File: config.mk
export PLATFORM = sky130hd
export DESIGN_NAME = hevc_annexb_frame_classifier
export DESIGN_NICKNAME = d
export VERILOG_FILES = /design/src/hw/rtl/hafc_pkg.sv /design/src/hw/rtl/hevc_annexb_frame_classifier.sv /design/src/hw/rtl/hafc_scan.sv /design/src/hw/rtl/hafc_accum.sv
export SDC_FILE = /design/constraint.sdc
export NUM_CORES = 1
export LEC_CHECK = 0
export BUFFER_PORTS_ARGS = -buffer_cell sky130_fd_sc_hd__buf_2
export CORE_MARGIN = 10
export CORE_UTILIZATION = 45
export CTS_CLUSTER_SIZE = 25
export DETAILED_ROUTE_END_ITERATION = 12
export PLACE_DENSITY = 0.69
export SLEW_MARGIN = 20
export SYNTH_ARGS = -nofsm -noshare
export SYNTH_HDL_FRONTEND = slang
export SYNTH_HIERARCHICAL = 1
export SYNTH_SLANG_ARGS = --single-unit
File: constraint.sdc
create_clock -name i_clk -period 1.88 [get_ports i_clk]
set_input_delay 0.282 -clock i_clk [delete_from_list [all_inputs] [get_ports i_clk]]
set_output_delay 0.282 -clock i_clk [all_outputs]
set_load 0.05 [all_outputs]
File: src/hw/rtl/hafc_pkg.sv
// Shared types and constants for the HEVC Annex B frame classifier.
package hafc_pkg;

    localparam int unsigned BYTE_W = 8;
    localparam int unsigned TYPE_W = 6;
    localparam int unsigned TID_W  = 2;
    localparam int unsigned CLASS_W = 2;
    localparam int unsigned OUT_DATA_W = 8;

    localparam logic [BYTE_W-1:0] START_BYTE = 8'h01;
    localparam logic [BYTE_W-1:0] ZERO_BYTE  = 8'h00;
    localparam logic [1:0] ZERO_RUN_MAX = 2'd2;
    localparam logic [2:0] TID_MASK_MAX = 3'd3;

    localparam logic [TYPE_W-1:0] TYPE_TRAIL_N   = 6'd0;
    localparam logic [TYPE_W-1:0] TYPE_IRAP_LO   = 6'd16;
    localparam logic [TYPE_W-1:0] TYPE_IRAP_HI   = 6'd23;
    localparam logic [TYPE_W-1:0] TYPE_PARAM_LO  = 6'd32;
    localparam logic [TYPE_W-1:0] TYPE_PARAM_HI  = 6'd34;

    localparam logic [CLASS_W-1:0] CLASS_BASE    = 2'd0;
    localparam logic [CLASS_W-1:0] CLASS_NONREF  = 2'd3;

    typedef enum logic [1:0] {
        PH_SEARCH = 2'd0,
        PH_HDR0   = 2'd1,
        PH_HDR1   = 2'd2
    } t_phase;

    typedef struct packed {
        logic              valid;
        logic [TYPE_W-1:0] nal_type;
        logic [TID_W-1:0]  tid_sat;
    } t_hdr_evt;

    typedef struct packed {
        logic               valid;
        logic [CLASS_W-1:0] frame_class;
        logic               is_trail_n;
    } t_result;

endpackage

File: src/hw/rtl/hevc_annexb_frame_classifier.sv
// Top level of the HEVC Annex B frame classifier with its result register.
//
// The slave stream carries one byte of an Annex B frame per transaction,
// with tlast on the final byte of the frame. The block scans for 00 00 01
// start codes, reads each complete two-byte NAL header and gives one
// result transaction on the master stream per frame.
// Throughput is one byte per cycle while o_s_axis_tready is high; the per-byte work is a few
// compares and a register update between the byte and the result register.
// The result appears on the master side in the cycle after the transaction
// that carried tlast.
// The result register decouples the two sides: a ready receiver takes the
// held result in the same cycle as the next byte arrives, and only when a
// result is held and the receiver stalls does o_s_axis_tready drop, so no
// result is lost or overwritten.
// Synchronous reset clears the scan and frame state and empties the result
// register; the scan and frame state also clear after each frame.
module hevc_annexb_frame_classifier (
    input  logic                             i_clk,
    input  logic                             i_rst_n,
    input  logic                             i_s_axis_tvalid,
    output logic                             o_s_axis_tready,
    input  logic [hafc_pkg::BYTE_W-1:0]      i_s_axis_tdata,  // [7:0] data_byte
    input  logic                             i_s_axis_tlast,  // last_byte
    output logic                             o_m_axis_tvalid,
    input  logic                             i_m_axis_tready,
    output logic [hafc_pkg::OUT_DATA_W-1:0]  o_m_axis_tdata   // [1:0] frame_class, [2] is_trail_n
);

    logic                          w_accept;
    hafc_pkg::t_hdr_evt            w_evt;
    hafc_pkg::t_result             w_result;
    logic                          r_out_valid;
    logic [hafc_pkg::CLASS_W-1:0]  r_out_class;
    logic                          r_out_trail;

    assign o_s_axis_tready = !r_out_valid || i_m_axis_tready;
    assign w_accept        = i_s_axis_tvalid && o_s_axis_tready;

    hafc_scan u_scan (
        .i_clk    (i_clk),
        .i_rst_n  (i_rst_n),
        .i_accept (w_accept),
        .i_byte   (i_s_axis_tdata),
        .i_last   (i_s_axis_tlast),
        .o_evt    (w_evt)
    );

    hafc_accum u_accum (
        .i_clk    (i_clk),
        .i_rst_n  (i_rst_n),
        .i_accept (w_accept),
        .i_last   (i_s_axis_tlast),
        .i_evt    (w_evt),
        .o_result (w_result)
    );

    always_ff @(posedge i_clk) begin
        if (!i_rst_n) begin
            r_out_valid <= 1'b0;
        end else if (w_result.valid) begin
            r_out_valid <= 1'b1;
        end else if (i_m_axis_tready) begin
            r_out_valid <= 1'b0;
        end
    end

    always_ff @(posedge i_clk) begin
        if (w_result.valid) begin
            r_out_class <= w_result.frame_class;
            r_out_trail <= w_result.is_trail_n;
        end
    end

    assign o_m_axis_tvalid = r_out_valid;
    assign o_m_axis_tdata  = {{(hafc_pkg::OUT_DATA_W - hafc_pkg::CLASS_W - 1){1'b0}},
                              r_out_trail, r_out_class};

    a_stall_blocks_input: assert property (@(posedge i_clk) disable iff (!i_rst_n)
        (r_out_valid && !i_m_axis_tready) |-> !o_s_axis_tready)
        else $error("input accepted while a result is stalled");

    a_last_gives_result: assert property (@(posedge i_clk) disable iff (!i_rst_n)
        (w_accept && i_s_axis_tlast) |=> o_m_axis_tvalid)
        else $error("no result after the final byte of a frame");

    a_result_from_last: assert property (@(posedge i_clk) disable iff (!i_rst_n)
        $rose(o_m_axis_tvalid) |-> $past(w_accept && i_s_axis_tlast))
        else $error("result appeared without a final byte");

endmodule

File: src/hw/rtl/hafc_scan.sv
// Start code search and two-byte NAL header capture.
module hafc_scan (
    input  logic                          i_clk,
    input  logic                          i_rst_n,
    input  logic                          i_accept,
    input  logic [hafc_pkg::BYTE_W-1:0]   i_byte,
    input  logic                          i_last,
    output hafc_pkg::t_hdr_evt            o_evt
);

    hafc_pkg::t_phase              r_phase;
    hafc_pkg::t_phase              n_phase;
    logic [1:0]                    r_zero_run;
    logic [1:0]                    n_zero_run;
    logic [hafc_pkg::TYPE_W-1:0]   r_pending_type;
    logic [hafc_pkg::TYPE_W-1:0]   n_pending_type;
    hafc_pkg::t_phase              w_phase_mid;
    logic [2:0]                    w_tid3;

    always_comb begin
        w_phase_mid = r_phase;
        unique case (r_phase)
            hafc_pkg::PH_SEARCH: w_phase_mid = hafc_pkg::PH_SEARCH;
            hafc_pkg::PH_HDR0:   w_phase_mid = hafc_pkg::PH_HDR1;
            hafc_pkg::PH_HDR1:   w_phase_mid = hafc_pkg::PH_SEARCH;
            default:             w_phase_mid = hafc_pkg::PH_SEARCH;
        endcase
        n_phase = w_phase_mid;
        if (i_byte == hafc_pkg::START_BYTE && r_zero_run >= hafc_pkg::ZERO_RUN_MAX &&
            w_phase_mid == hafc_pkg::PH_SEARCH) begin
            n_phase = hafc_pkg::PH_HDR0;
        end
        if (i_last) begin
            n_phase = hafc_pkg::PH_SEARCH;
        end
    end

    always_comb begin
        n_pending_type = r_pending_type;
        if (r_phase == hafc_pkg::PH_HDR0) begin
            n_pending_type = i_byte[hafc_pkg::TYPE_W:1];
        end
        if (i_last) begin
            n_pending_type = '0;
        end
        if (i_byte == hafc_pkg::ZERO_BYTE) begin
            n_zero_run = (r_zero_run < hafc_pkg::ZERO_RUN_MAX) ? r_zero_run + 2'd1 : r_zero_run;
        end else begin
            n_zero_run = '0;
        end
        if (i_last) begin
            n_zero_run = '0;
        end
    end

    always_comb begin
        w_tid3 = i_byte[2:0];
        o_evt.valid    = i_accept && (r_phase == hafc_pkg::PH_HDR1);
        o_evt.nal_type = r_pending_type;
        if (w_tid3 >= hafc_pkg::TID_MASK_MAX) begin
            o_evt.tid_sat = 2'd2;
        end else if (w_tid3 == 3'd2) begin
            o_evt.tid_sat = 2'd1;
        end else begin
            o_evt.tid_sat = 2'd0;
        end
    end

    always_ff @(posedge i_clk) begin
        if (!i_rst_n) begin
            r_phase        <= hafc_pkg::PH_SEARCH;
            r_zero_run     <= '0;
            r_pending_type <= '0;
        end else if (i_accept) begin
            r_phase        <= n_phase;
            r_zero_run     <= n_zero_run;
            r_pending_type <= n_pending_type;
        end
    end

endmodule

File: src/hw/rtl/hafc_accum.sv
// Per-frame accumulation of class and trail flag from NAL header events.
module hafc_accum (
    input  logic                i_clk,
    input  logic                i_rst_n,
    input  logic                i_accept,
    input  logic                i_last,
    input  hafc_pkg::t_hdr_evt  i_evt,
    output hafc_pkg::t_result   o_result
);

    logic                          r_class_found;
    logic                          n_class_found;
    logic [hafc_pkg::CLASS_W-1:0]  r_class_value;
    logic [hafc_pkg::CLASS_W-1:0]  n_class_value;
    logic                          r_critical_seen;
    logic                          n_critical_seen;
    logic                          r_trail_decided;
    logic                          n_trail_decided;
    logic                          r_trail_value;
    logic                          n_trail_value;
    logic                          w_critical;
    logic                          w_slice;
    logic                          w_trail_n;

    always_comb begin
        w_critical = (i_evt.nal_type >= hafc_pkg::TYPE_IRAP_LO &&
                      i_evt.nal_type <= hafc_pkg::TYPE_IRAP_HI) ||
                     (i_evt.nal_type >= hafc_pkg::TYPE_PARAM_LO &&
                      i_evt.nal_type <= hafc_pkg::TYPE_PARAM_HI);
        w_slice   = i_evt.nal_type < hafc_pkg::TYPE_IRAP_LO;
        w_trail_n = i_evt.nal_type == hafc_pkg::TYPE_TRAIL_N;

        n_class_found   = r_class_found;
        n_class_value   = r_class_value;
        n_critical_seen = r_critical_seen;
        n_trail_decided = r_trail_decided;
        n_trail_value   = r_trail_value;

        if (i_evt.valid && w_critical) begin
            n_critical_seen = 1'b1;
            if (!r_trail_decided) begin
                n_trail_decided = 1'b1;
                n_trail_value   = 1'b0;
            end
        end else if (i_evt.valid && w_slice) begin
            if (!r_class_found) begin
                n_class_found = 1'b1;
                n_class_value = w_trail_n ? hafc_pkg::CLASS_NONREF : i_evt.tid_sat + 2'd1;
            end
            if (!r_trail_decided) begin
                n_trail_decided = 1'b1;
                n_trail_value   = w_trail_n;
            end
        end

        o_result.valid       = i_accept && i_last;
        o_result.frame_class = (n_critical_seen || !n_class_found) ?
                               hafc_pkg::CLASS_BASE : n_class_value;
        o_result.is_trail_n  = n_trail_decided && n_trail_value;
    end

    always_ff @(posedge i_clk) begin
        if (!i_rst_n) begin
            r_class_found   <= 1'b0;
            r_class_value   <= '0;
            r_critical_seen <= 1'b0;
            r_trail_decided <= 1'b0;
            r_trail_value   <= 1'b0;
        end else if (i_accept) begin
            if (i_last) begin
                r_class_found   <= 1'b0;
                r_class_value   <= '0;
                r_critical_seen <= 1'b0;
                r_trail_decided <= 1'b0;
                r_trail_value   <= 1'b0;
            end else begin
                r_class_found   <= n_class_found;
                r_class_value   <= n_class_value;
                r_critical_seen <= n_critical_seen;
                r_trail_decided <= n_trail_decided;
                r_trail_value   <= n_trail_value;
            end
        end
    end

endmodule

Yosys cells after proc, flatten, opt, wreduce, memory -nomap -nowiden:

Index checks and enable logic that the tools add are counted.

* register bits after elaboration: 20
* bits of input ports: 13
* output and inout bits: 10
* word-level logic and storage cells: 78

* add/sub/neg operators: 2
* $lt $le $gt $ge: 8
* equality and inequality tests: 5
* muxes and demuxes: 30
* reductions and logical operators: 22

Operators by type and width (number)
* $mux W2: 12
* $mux W1: 16
* $mux W6: 2
* $logic_and A1 B1 Y1: 10
* $eq A8 B1 Y1 const B: 1
* $logic_not A8 Y1: 1
* $ge A6 B5 Y1 const B: 1
* $ge A6 B6 Y1 const B: 1
* $le A6 B5 Y1 const B: 1
* $le A6 B6 Y1 const B: 1
* $logic_not A6 Y1: 1
* $lt A6 B5 Y1 const B: 1
* $add A2 B1 Y2 const B: 2
* $reduce_and A2 Y1: 2
* $reduce_bool A2 Y1: 2
* $eq A3 B2 Y1 const B: 1
* $ge A3 B2 Y1 const B: 1
* $logic_or A1 B1 Y1: 3
* $ne A3 B3 Y1 const B: 1
* $eq A2 B1 Y1 const B: 1
* $eq A2 B2 Y1 const B: 1
* $ge A2 B2 Y1 const B: 1
* $logic_not A1 Y1: 2
* $logic_not A2 Y1: 1
* $lt A2 B2 Y1 const B: 1

Depth between registers and ports, before layout:

* depth in word-level cells: 9
* depth in mapped cells: 8
* mapped depth without buffers: 7

Modules after synthesis:

The synthesis kept the hierarchy.

By module, submodules not included
* hafc_scan: instances 1, cells each 53, area each 473.0 um2, seq. area each 200.2 um2
* hafc_accum: instances 1, cells each 52, area each 435.4 um2, seq. area each 120.1 um2
* hevc_annexb_frame_classifier: instances 1, cells each 15, area each 196.4 um2, seq. area each 110.1 um2

Worst setup path after synthesis:

Ideal clock, no wire load.

* path type: register -> register
* start: reg r_out_valid, in the netlist o_m_axis_tvalid
* end: reg r_out_class[1] (netlist bit) (data pin)
* library setup time: 0.264 ns
* data arrival time: 2.073 ns
* data required time: 1.616 ns
* setup slack: -0.457 ns
* stages on the path, launching flop included: 9
* buffers on the path: 1
* period minus slack after synthesis: 2.337 ns
* cell sequence: dfxtp_1 > nand2b_4 > and2_4 > clkbuf_2 > nand2_1 > nor2_1 > or4b_4 > a211oi_2 > nor4b_1

RTL lines
* from (decl): RTL line hevc_annexb_frame_classifier.sv:32 `logic r_out_valid;`
* from (signal assigned): RTL line hevc_annexb_frame_classifier.sv:59 `r_out_valid <= 1'b0;`
* from (signal assigned): RTL line hevc_annexb_frame_classifier.sv:61 `r_out_valid <= 1'b1;`
* from (signal assigned): RTL line hevc_annexb_frame_classifier.sv:63 `r_out_valid <= 1'b0;`
* to (signal assigned): RTL line hevc_annexb_frame_classifier.sv:69 `r_out_class <= w_result.frame_class;`
* to (decl): RTL line hevc_annexb_frame_classifier.sv:33 `logic [hafc_pkg::CLASS_W-1:0] r_out_class;`

==> reports/metrics.yaml <==
yosys:
  synth.top_cell.area_share: 0.308
  ys_top_cells_by_count: "dfxtp_1, nand2_1, nor2b_1"
  async_reset_ff_frac: 0
  post-synth-top-count-cell: "dfxtp_1"
  ys.flop_type: "dfxtp_1"
  syn-cell-area_um2: 1100
  postSynthAreaPerCell_um2: 9.21
  yosys_register_bits: 20
  yosysUniqueCellTypes: 45
  synth_top_cell_by_area: "dfxtp_1"
  ys_warn_count: 6
  syn-instance-count: 120
  synth-seq-area-share: 0.390
  synthTopCellsByArea: "dfxtp_1, edfxtp_1, nor2b_1"
  synth_edf_count: 3
clock_network:
  cts_root_buf: "clkbuf_4"
  postCtsHoldBufs: 0
  numCtsBuffers: 3
  cts_resized: 0
  post_cts_buffers: 0
  clkLatencyLatePin_ns: 0.30
  clk_pin_slew_ns: 0.11
  cts.path.max_buffers: 2
  cts_tree: "done"
  htreeDepth: 1
  clock-sinks: 20
power_and_ir_drop:
  power_density_nw_per_um2: 605
  seqPwrFrac: 0.578
  p_sw_mw: 0.207
  max-vdd-ir-drop_mv: 0.408
  p_leak_nw: 0.452
  p_int_mw: 0.550
  pwr-share-comb: 0.139
  clockPowerShare: 0.284
  swShare: 0.274
critical_path:
  end_kind: "flop"
  cp.required_ns: 1.94
  path_delay_family: "simple AND/OR/NAND/NOR gates"
  crit_path_top_delay_cell: "or4b_4"
  path_cells: "nand2b_4 > and2_4 > nand2_4 > nor2_4 > or4b_4 > a211oi_2 > nor3b_1"
  arrival_ns: 1.84
  startpoint_type: "flop"
  critPathMaxStageDelay_ns: 0.49
  cp_max_fo: 6
  cp_num_buf_inv: 0
  worstSetupPathType: "flop to flop"
detailed_routing:
  vias: 935
  ant_nets: 0
  dr.pass1.iters: 4
  drt-initial-drc-count: 50
  wirelength_um: 2380
  wire_per_inst_um: 14.3
  viasPerCell: 5.63
  drc: 0
finish:
  utilization: 0.550
  syn2layout_area_growth_pct: 13.3
  num-fill-cells: 208
  stdcell_count: 166
  final_area_um2: 1250
  drive_above_1_share: 0.261
  nets: 153
  antenna_cells: 0
sta:
  finClkSkew_ns: 0.00100
  min_period_ns: 1.78
  setup_tns_ns: 0
  period_share: 0.948
  hold_viol_final: 0
  drv_slew: 0
  rsz0062_at_grt: "no"
  setup_viol: 0
  max_freq_mhz: 561
  finalWorstSetupSlack_ns: 0.0977
global_routing:
  antenna_found_initial: 0
  grt-ovfl-total: 0
  first_global_vias: 916
  grt_usage: 0.0992
  grt_pass1_wl_um: 4140
  grt_max_degree: 19
floorplanning:
  dieHeight_um: 69.6
  initial_utilization: 0.485
  design.portCount: 23
  rows: 17
  design.die.area_um2: 4840
  fp.dieW_um: 69.6
  core-area_um2: 2280
place:
  routabilityCongestion: 0.856
  dp_hpwl_um: 1830
  pre_cts_ws_ns: 0.0514
  dpl_cell_area_um2: 1220
  io_buffers: 17
  dp_cells: 162
worst_hold_path:
  hold_class: "input pin to flop"
run:
  drv_cap: 0
outcome:
  outcome: "finished, final reports clean"
==> state kept, by name, summed over array words and instances, names as in the netlist <==
name / count
o_m_axis_tvalid: 1
r_out_class: 2
r_out_trail: 1
u_accum/r_class_found: 1
u_accum/r_class_value: 2
u_accum/r_critical_seen: 1
u_accum/r_trail_decided: 1
u_accum/r_trail_value: 1
u_scan/r_pending_type: 6
u_scan/r_phase: 2
u_scan/r_zero_run: 2
==> per-layer routing <==
layer / share of wire / wire length [um] / global-route usage / vias up
li1: - / - / - / 471
met5: 0 / 0 / 0 / -
met3: 0.053 / 127 / 0.0271 / 2
met1: 0.50 / 1180 / 0.131 / 434
met4: 0.0071 / 17 / 0.0510 / 0
met2: 0.44 / 1050 / 0.142 / 28
==> power by group through the flow <==
stage / clock network (mW) / logic [mW] / registers [mW]
5_1_grt: 0.235 / 0.115 / 0.438
3_3_place_gp: 0 / 0.105 / 0.447
6_report: 0.215 / 0.105 / 0.437
4_1_cts: 0.223 / 0.105 / 0.438
3_5_place_dp: 0 / 0.105 / 0.447
2_1_floorplan: 0 / 0.0734 / 0.457
==> layout make-up <==
cell class                 count  area (um^2)  area share
multi-input combinational     91          637       0.509
sequential                    20          434       0.347
timing repair buffer          20          108      0.0860
tap                           28         35.0      0.0280
clock buffer                   4         26.3      0.0210
inverter                       3         11.3     0.00900
==> tightest hold or removal path, cell delays in order <==
cell and delay [ns]:
buf_2 0.08, nand2b_4 0.12, a21boi_2 0.05
==> per-stage QoR <==
| stage | hold WS, ns | total power, mW |
|---|---|---|
| after floorplan | 0.415 | 0.530 |
| after global placement | 0.458 | 0.552 |
| after detailed placement | 0.487 | 0.552 |
| after CTS | 0.239 | 0.766 |
| after global routing | 0.253 | 0.788 |
| final | 0.248 | 0.758 |
==> path summary, 6_finish.rpt <==
path | startpoint | endpoint | slack (ns) | cells past startpoint
max | o_m_axis_tvalid | r_out_class[0] | 0.1 | 7
min | i_m_axis_tready | o_m_axis_tvalid | 0.25 | 3
max reg2reg | o_m_axis_tvalid | r_out_class[0] | 0.1 | 7
min reg2reg | u_accum/r_class_value[1] | u_accum/r_class_value[1] | 0.50 | 2
==> cells by family (layout without fill, tap and decap cells) <==
| group | after synthesis | after routing | synth area share |
|---|---|---|---|
| simple gates | 52 | 52 | 0.316 |
| compound gates | 32 | 32 | 0.206 |
| flops | 20 | 20 | 0.390 |
| buf+inv | 13 | 27 | 0.0657 |
| fa+ha+maj | 1 | 1 | 0.0113 |
| other cells | 1 | 5 | 0.00339 |
| xor+xnor | 1 | 1 | 0.00793 |
==> placed cells by master (no fill, tap or decap), types with 3 or more instances in the layout <==
| master | n |
|---|---|
| o21ai_0 | 5 |
| a21oi_1 | 5 |
| nor2_1 | 6 |
| clkbuf_4 | 3 |
| conb_1 | 5 |
| edfxtp_1 | 3 |
| a211oi_1 | 3 |
| nand2b_1 | 3 |
| nor2b_1 | 9 |
| nor3b_1 | 3 |
| inv_1 | 3 |
| nand2_1 | 8 |
| nand3b_1 | 3 |
| a22oi_1 | 6 |
| buf_4 | 3 |
| dfxtp_1 | 16 |
| buf_2 | 17 |
Note: power is estimated with default switching activity, not from simulation.
